<file path="config.mk">
export PLATFORM = sky130hd
export DESIGN_NAME = lhp_queue
export DESIGN_NICKNAME = d
export VERILOG_FILES = /design/src/sv/lhp_pkg.sv /design/src/sv/lhp_queue.sv
export SDC_FILE = /design/constraint.sdc
export NUM_CORES = 1
export LEC_CHECK = 0
export BUFFER_PORTS_ARGS = -buffer_cell sky130_fd_sc_hd__buf_2
export CAP_MARGIN = 20
export CORE_MARGIN = 5
export CORE_UTILIZATION = 60
export CTS_BUF_LIST = sky130_fd_sc_hd__clkbuf_4 sky130_fd_sc_hd__clkbuf_8
export DETAILED_ROUTE_END_ITERATION = 16
export PLACE_DENSITY_LB_ADDON = 0.3
export SETUP_SLACK_MARGIN = 0.02
export SYNTH_ARGS = -nofsm -noshare
export SYNTH_HDL_FRONTEND = slang
export SYNTH_SLANG_ARGS = --single-unit
</file>
<file path="constraint.sdc">
create_clock -name aclk -period 4.2 [get_ports aclk]
set_input_delay 0.42 -clock aclk [delete_from_list [all_inputs] [get_ports aclk]]
set_output_delay 0.42 -clock aclk [all_outputs]
set_load 0.01 [all_outputs]
</file>
<file path="src/sv/lhp_pkg.sv">
// ----------------------------------------------------------------------------
// lhp_pkg
// Shared types, codes and constants of the latency histogram engine.
// ----------------------------------------------------------------------------
package lhp_pkg;

    localparam int FINE_BIN_COUNT_DEF = 200;
    localparam int FINE_BIN_WIDTH_DEF = 10;

    localparam int KIND_W = 2;
    localparam int LAT_W  = 32;
    localparam int PM_W   = 10;
    localparam int SUM_W  = 48;
    localparam int TGT_W  = LAT_W + PM_W;

    localparam int EDGE_COUNT   = 8;
    localparam int COARSE_COUNT = EDGE_COUNT + 1;
    localparam int CIDX_W       = 4;

    localparam int QUEUE_DEPTH = 4;

    localparam int S_TDATA_W = 48;
    localparam int M_TDATA_W = 4 * LAT_W + SUM_W;

    localparam logic [KIND_W-1:0] KIND_ADD   = 2'd0;
    localparam logic [KIND_W-1:0] KIND_QUERY = 2'd1;
    localparam logic [KIND_W-1:0] KIND_CLEAR = 2'd2;

    localparam logic [LAT_W-1:0] ALL32   = '1;
    localparam logic [SUM_W-1:0] SUM_MAX = '1;
    localparam logic [PM_W-1:0]  PM_DIV  = 10'd1000;

    localparam logic [LAT_W-1:0] EDGE_US [EDGE_COUNT] = '{
        32'd2000, 32'd5000, 32'd10000, 32'd25000,
        32'd50000, 32'd100000, 32'd250000, 32'd500000
    };

    typedef struct packed {
        logic [KIND_W-1:0] kind;
        logic [LAT_W-1:0]  latency_us;
        logic [PM_W-1:0]   permille;
    } cmd_t;

    typedef struct packed {
        logic push;
        cmd_t cmd;
    } qwr_t;

    typedef struct packed {
        logic [LAT_W-1:0] percentile_us;
        logic [LAT_W-1:0] sample_total;
        logic [LAT_W-1:0] min_us;
        logic [LAT_W-1:0] max_us;
        logic [SUM_W-1:0] sum_us;
    } result_t;

    function automatic logic [CIDX_W-1:0] coarse_index(input logic [LAT_W-1:0] us);
        logic [CIDX_W-1:0] idx;
        idx = CIDX_W'(EDGE_COUNT);
        for (int k = EDGE_COUNT - 1; k >= 0; k--) begin
            if (us < EDGE_US[k]) begin
                idx = CIDX_W'(k);
            end
        end
        return idx;
    endfunction

endpackage

</file>
<file path="src/sv/lhp_queue.sv">
// ----------------------------------------------------------------------------
// lhp_queue
// Short command queue between the input side and the engine.
// ----------------------------------------------------------------------------
module lhp_queue
    import lhp_pkg::*;
(
    input  logic aclk,
    input  logic aresetn,
    input  qwr_t q_wr,
    output logic q_full,
    input  logic q_pop,
    output logic q_empty,
    output cmd_t q_cmd
);

    localparam int PW = $clog2(QUEUE_DEPTH);
    localparam int CW = $clog2(QUEUE_DEPTH + 1);

    cmd_t          entry_reg [QUEUE_DEPTH];
    logic [PW-1:0] wp_reg;
    logic [PW-1:0] rp_reg;
    logic [CW-1:0] cnt_reg;
    logic          do_push;
    logic          do_pop;

    assign q_full  = (cnt_reg == CW'(QUEUE_DEPTH));
    assign q_empty = (cnt_reg == '0);
    assign do_push = q_wr.push && !q_full;
    assign do_pop  = q_pop && !q_empty;
    assign q_cmd   = entry_reg[rp_reg];

    always_ff @(posedge aclk) begin
        if (!aresetn) begin
            wp_reg  <= '0;
            rp_reg  <= '0;
            cnt_reg <= '0;
        end else begin
            if (do_push) begin
                wp_reg <= (wp_reg == PW'(QUEUE_DEPTH - 1)) ? '0 : wp_reg + 1'b1;
            end
            if (do_pop) begin
                rp_reg <= (rp_reg == PW'(QUEUE_DEPTH - 1)) ? '0 : rp_reg + 1'b1;
            end
            if (do_push && !do_pop) begin
                cnt_reg <= cnt_reg + 1'b1;
            end else if (do_pop && !do_push) begin
                cnt_reg <= cnt_reg - 1'b1;
            end
        end
    end

    always_ff @(posedge aclk) begin
        if (do_push) begin
            entry_reg[wp_reg] <= q_wr.cmd;
        end
    end

endmodule

</file>
==> summary.txt <==
Status: finished, final reports clean
P per Cell Area: 563.9 mW/mm²
Combinational share of power: 21.5%
Layout cell share with drive strength beyond 1: 43.86%
RSZ-0062 raised after global routing: no
Number of global-route vias before repair: 3262
Setup_tns: 0 ns
Critical path destination: q_cmd[33]
Lkg Pwr: 0.002636 µW
Crit path kind: reg2out
Max stage delay on crit path: 0.94 ns
EDFF count, synth: 176
TritonCTS Sinks: 185
Die H: 117.1 µm
Worst rel slew slack: 37.95%
Total gr overflow: 0
CTS Root Cell: clkbuf_8
Initial Utilization: 60.84%
First-pass GRT wire length: 17.29 mm
CTS resizes: 0
DRT antenna net count: 0
Max rail drop VDD: 0.4153 mV
Initial antenna violation count: 0
Detailed Route WL: 11.31 mm
Final Setup Violations: 0
Final period util: 63.40%
Async SR Flop Fraction: 0%
Met3 routed wirelength: 716 µm
Switching share of power: 26.95%
H-tree level count: 4
Final #Nets: 441
Worst Skew: 0.008322 ns
Die area: 0.01372 mm²
Levels on crit path: 2
Achievable Freq: 0.3756 GHz
Syn Inst Count: 281
Seq pwr share: 54.7%
Hold crit path type: in2reg
Chip width: 117.1 µm
Worst-Skew Late Latency: 0.44 ns
# DRC: 0
Inserted Diodes: 0
Routed len/inst: 20.87 µm
Post-Syn Area: 0.006888 mm²
Core Area: 0.01132 mm²
Ys Warns: 0
Crit path time final: 2.663 ns
Top delay family on crit path: flip-flops
IO Pins: 94
CTS max path bufs: 2
Slew Viols, Final: 0
Top-count cell post-synth: edfxtp_1
RR Endpoint: entry_reg[2][21]
WL met1: 4.469 mm
P&R area growth vs syn: 13.57%
Overall routing resource usage: 17.78%
Post-CTS setup buffers: 0
Dpl cell area: 0.007467 mm²
Crit end category: output port
Fill count: 720
Largest net degree at the start of global routing: 45
GP Congestion: 0.7303
Share of the synthesized area in the top cell type: 76.73%
Vias: 3090
Reg2reg start: cnt_reg[0]
Synth cell types: 26
Clock Power Share: 23.8%
Max FFs per register: 176
Crit-path max FO: 44
Final hold vios: 0
Metal2 WL: 5.945 mm
Crit path max-delay cell type: dfxtp_4
Final Cell Area: 0.007823 mm²
PortBufs: 93
Startpoint types: flip-flop
Final core occ: 69.10%
Worst Path Buf+Inv: 1
Least-Margin Pin Slew: 0.9307 ns
Post-synth top flop: edfxtp_1
Sequential fraction of the synthesis area: 79.35%
Crit path DAT: 2.24 ns
Yosys reg bits: 185
Yosys top cell by area: edfxtp_1
Switching power total: 1189 µW
Post-detail-place hpwl: 7.208 mm
Cell Rows: 39
Top Metal Used: met4
Starting DRT DRC Count: 183
Commonest cells in the netlist: 176 x edfxtp_1, 40 x mux4_2, 9 x dfxtp_1
R2R cell count: 4
# hold bufs at CTS: 0
P_int: 3222 µW
TritonRoute pass-1 iters: 5
Net count after synthesis: 336
Clock Pin Slew Worst Setup and Hold Paths: 0.09 ns
WP data required: 3.78 ns
CP Cell Sequence: mux4_1 > buf_2
# Max-Cap Violations: 0
Reg2Reg Setup Slack: 1.70 ns
Area contributors post-synth: edfxtp_1 77%, mux4_2 13%, dfxtp_1 2.6%
Vias per inst: 5.701
Avg Cell Area, Syn: 24.51 µm²
CTS tree: done
CTS buffer count: 17
==> worst min-delay path by stage <==
| stage | startpoint | endpoint | slack [ns] | cells past startpoint |
|---|---|---|---|---|
| floorplan | wp_reg[1] | wp_reg[1] | 0.47 | 2 |
| global placement | wp_reg[1] | wp_reg[1] | 0.48 | 2 |
| detailed placement | wp_reg[1] | wp_reg[1] | 0.50 | 2 |
| CTS | q_wr[40] | entry_reg[1][40] | 0.15 | 1 |
| global route | q_wr[20] | entry_reg[2][20] | 0.15 | 1 |
| finish | q_wr[23] | entry_reg[2][23] | 0.19 | 1 |
==> power by group through the flow <==
stage          Combinational (µW)  Clock [µW]  Sequential [µW]
2_1_floorplan                 775           0             2330
3_5_place_dp                  965           0             2470
5_1_grt                      1020        1160             2450
3_3_place_gp                  924           0             2470
4_1_cts                       968        1070             2430
6_report                      948        1050             2410
==> through the flow <==
stage	power [µW]	hold slack [ns]	instances	worst slack, ns
6_report	4411	0.1884	542	1.537
5_1_grt	4630	0.1538	542	1.339
4_1_cts	4459	0.1527	542	1.426
3_5_place_dp	3432	0.5049	510	1.671
3_3_place_gp	3395	0.4831	509	1.786
2_1_floorplan	3109	0.4677	281	1.934
==> worst reg2reg max path, stage by stage (launching register included) <==
cell	delay [ns]
dfxtp_1	0.47
nor3b_2	0.08
nor2b_1	0.45
and2_2	0.87
buf_4	0.33
==> cells in the final DEF, fill, tap and decap left out, types with 2 or more instances in the layout <==
cell | Yosys | routed
edfxtp_1 | 176 | 176
buf_2 | 5 | 93
mux4_2 | 40 | 40
clkbuf_8 | 0 | 17
dfxtp_1 | 9 | 7
nand2_1 | 6 | 6
ha_1 | 6 | 6
clkinvlp_4 | 0 | 6
and2_2 | 0 | 4
mux4_1 | 4 | 4
buf_4 | 0 | 4
inv_1 | 3 | 3
mux2i_1 | 3 | 3
o21ai_0 | 3 | 3
clkinv_2 | 0 | 3
nor2b_1 | 2 | 2
nor2_1 | 2 | 2
nand3_1 | 2 | 2
clkbuf_4 | 0 | 2
clkinv_1 | 0 | 2
==> kinds of logic after synthesis <==
kind of cell | Yosys count | share of synthesized area (%)
simple gates | 20 | 1.562
compound gates | 5 | 0.4360
xor+xnor | 2 | 0.2544
buf+inv | 15 | 1.980
fa+ha+maj | 7 | 1.381
mux | 47 | 15.04
flops | 185 | 79.35
==> routing by layer <==
layer	up-vias	global-route usage (%)
met1	1591	22.57
li1	1383	-
met2	102	29.19
met4	0	8.410
met5	-	0
met3	14	4.422
==> layout make-up <==
type	instances	area [µm²]	share of cell area, %
Sequential cell	185	5470	69.93
Multi-Input combinational cell	81	1291	16.51
Timing Repair Buffer	98	515.5	6.590
Clock buffer	19	249.0	3.183
Tap cell	143	178.9	2.287
Clock inverter	13	106.4	1.360
Inverter	3	11.26	0.1440
Note: power is estimated with default switching activity, not from simulation.
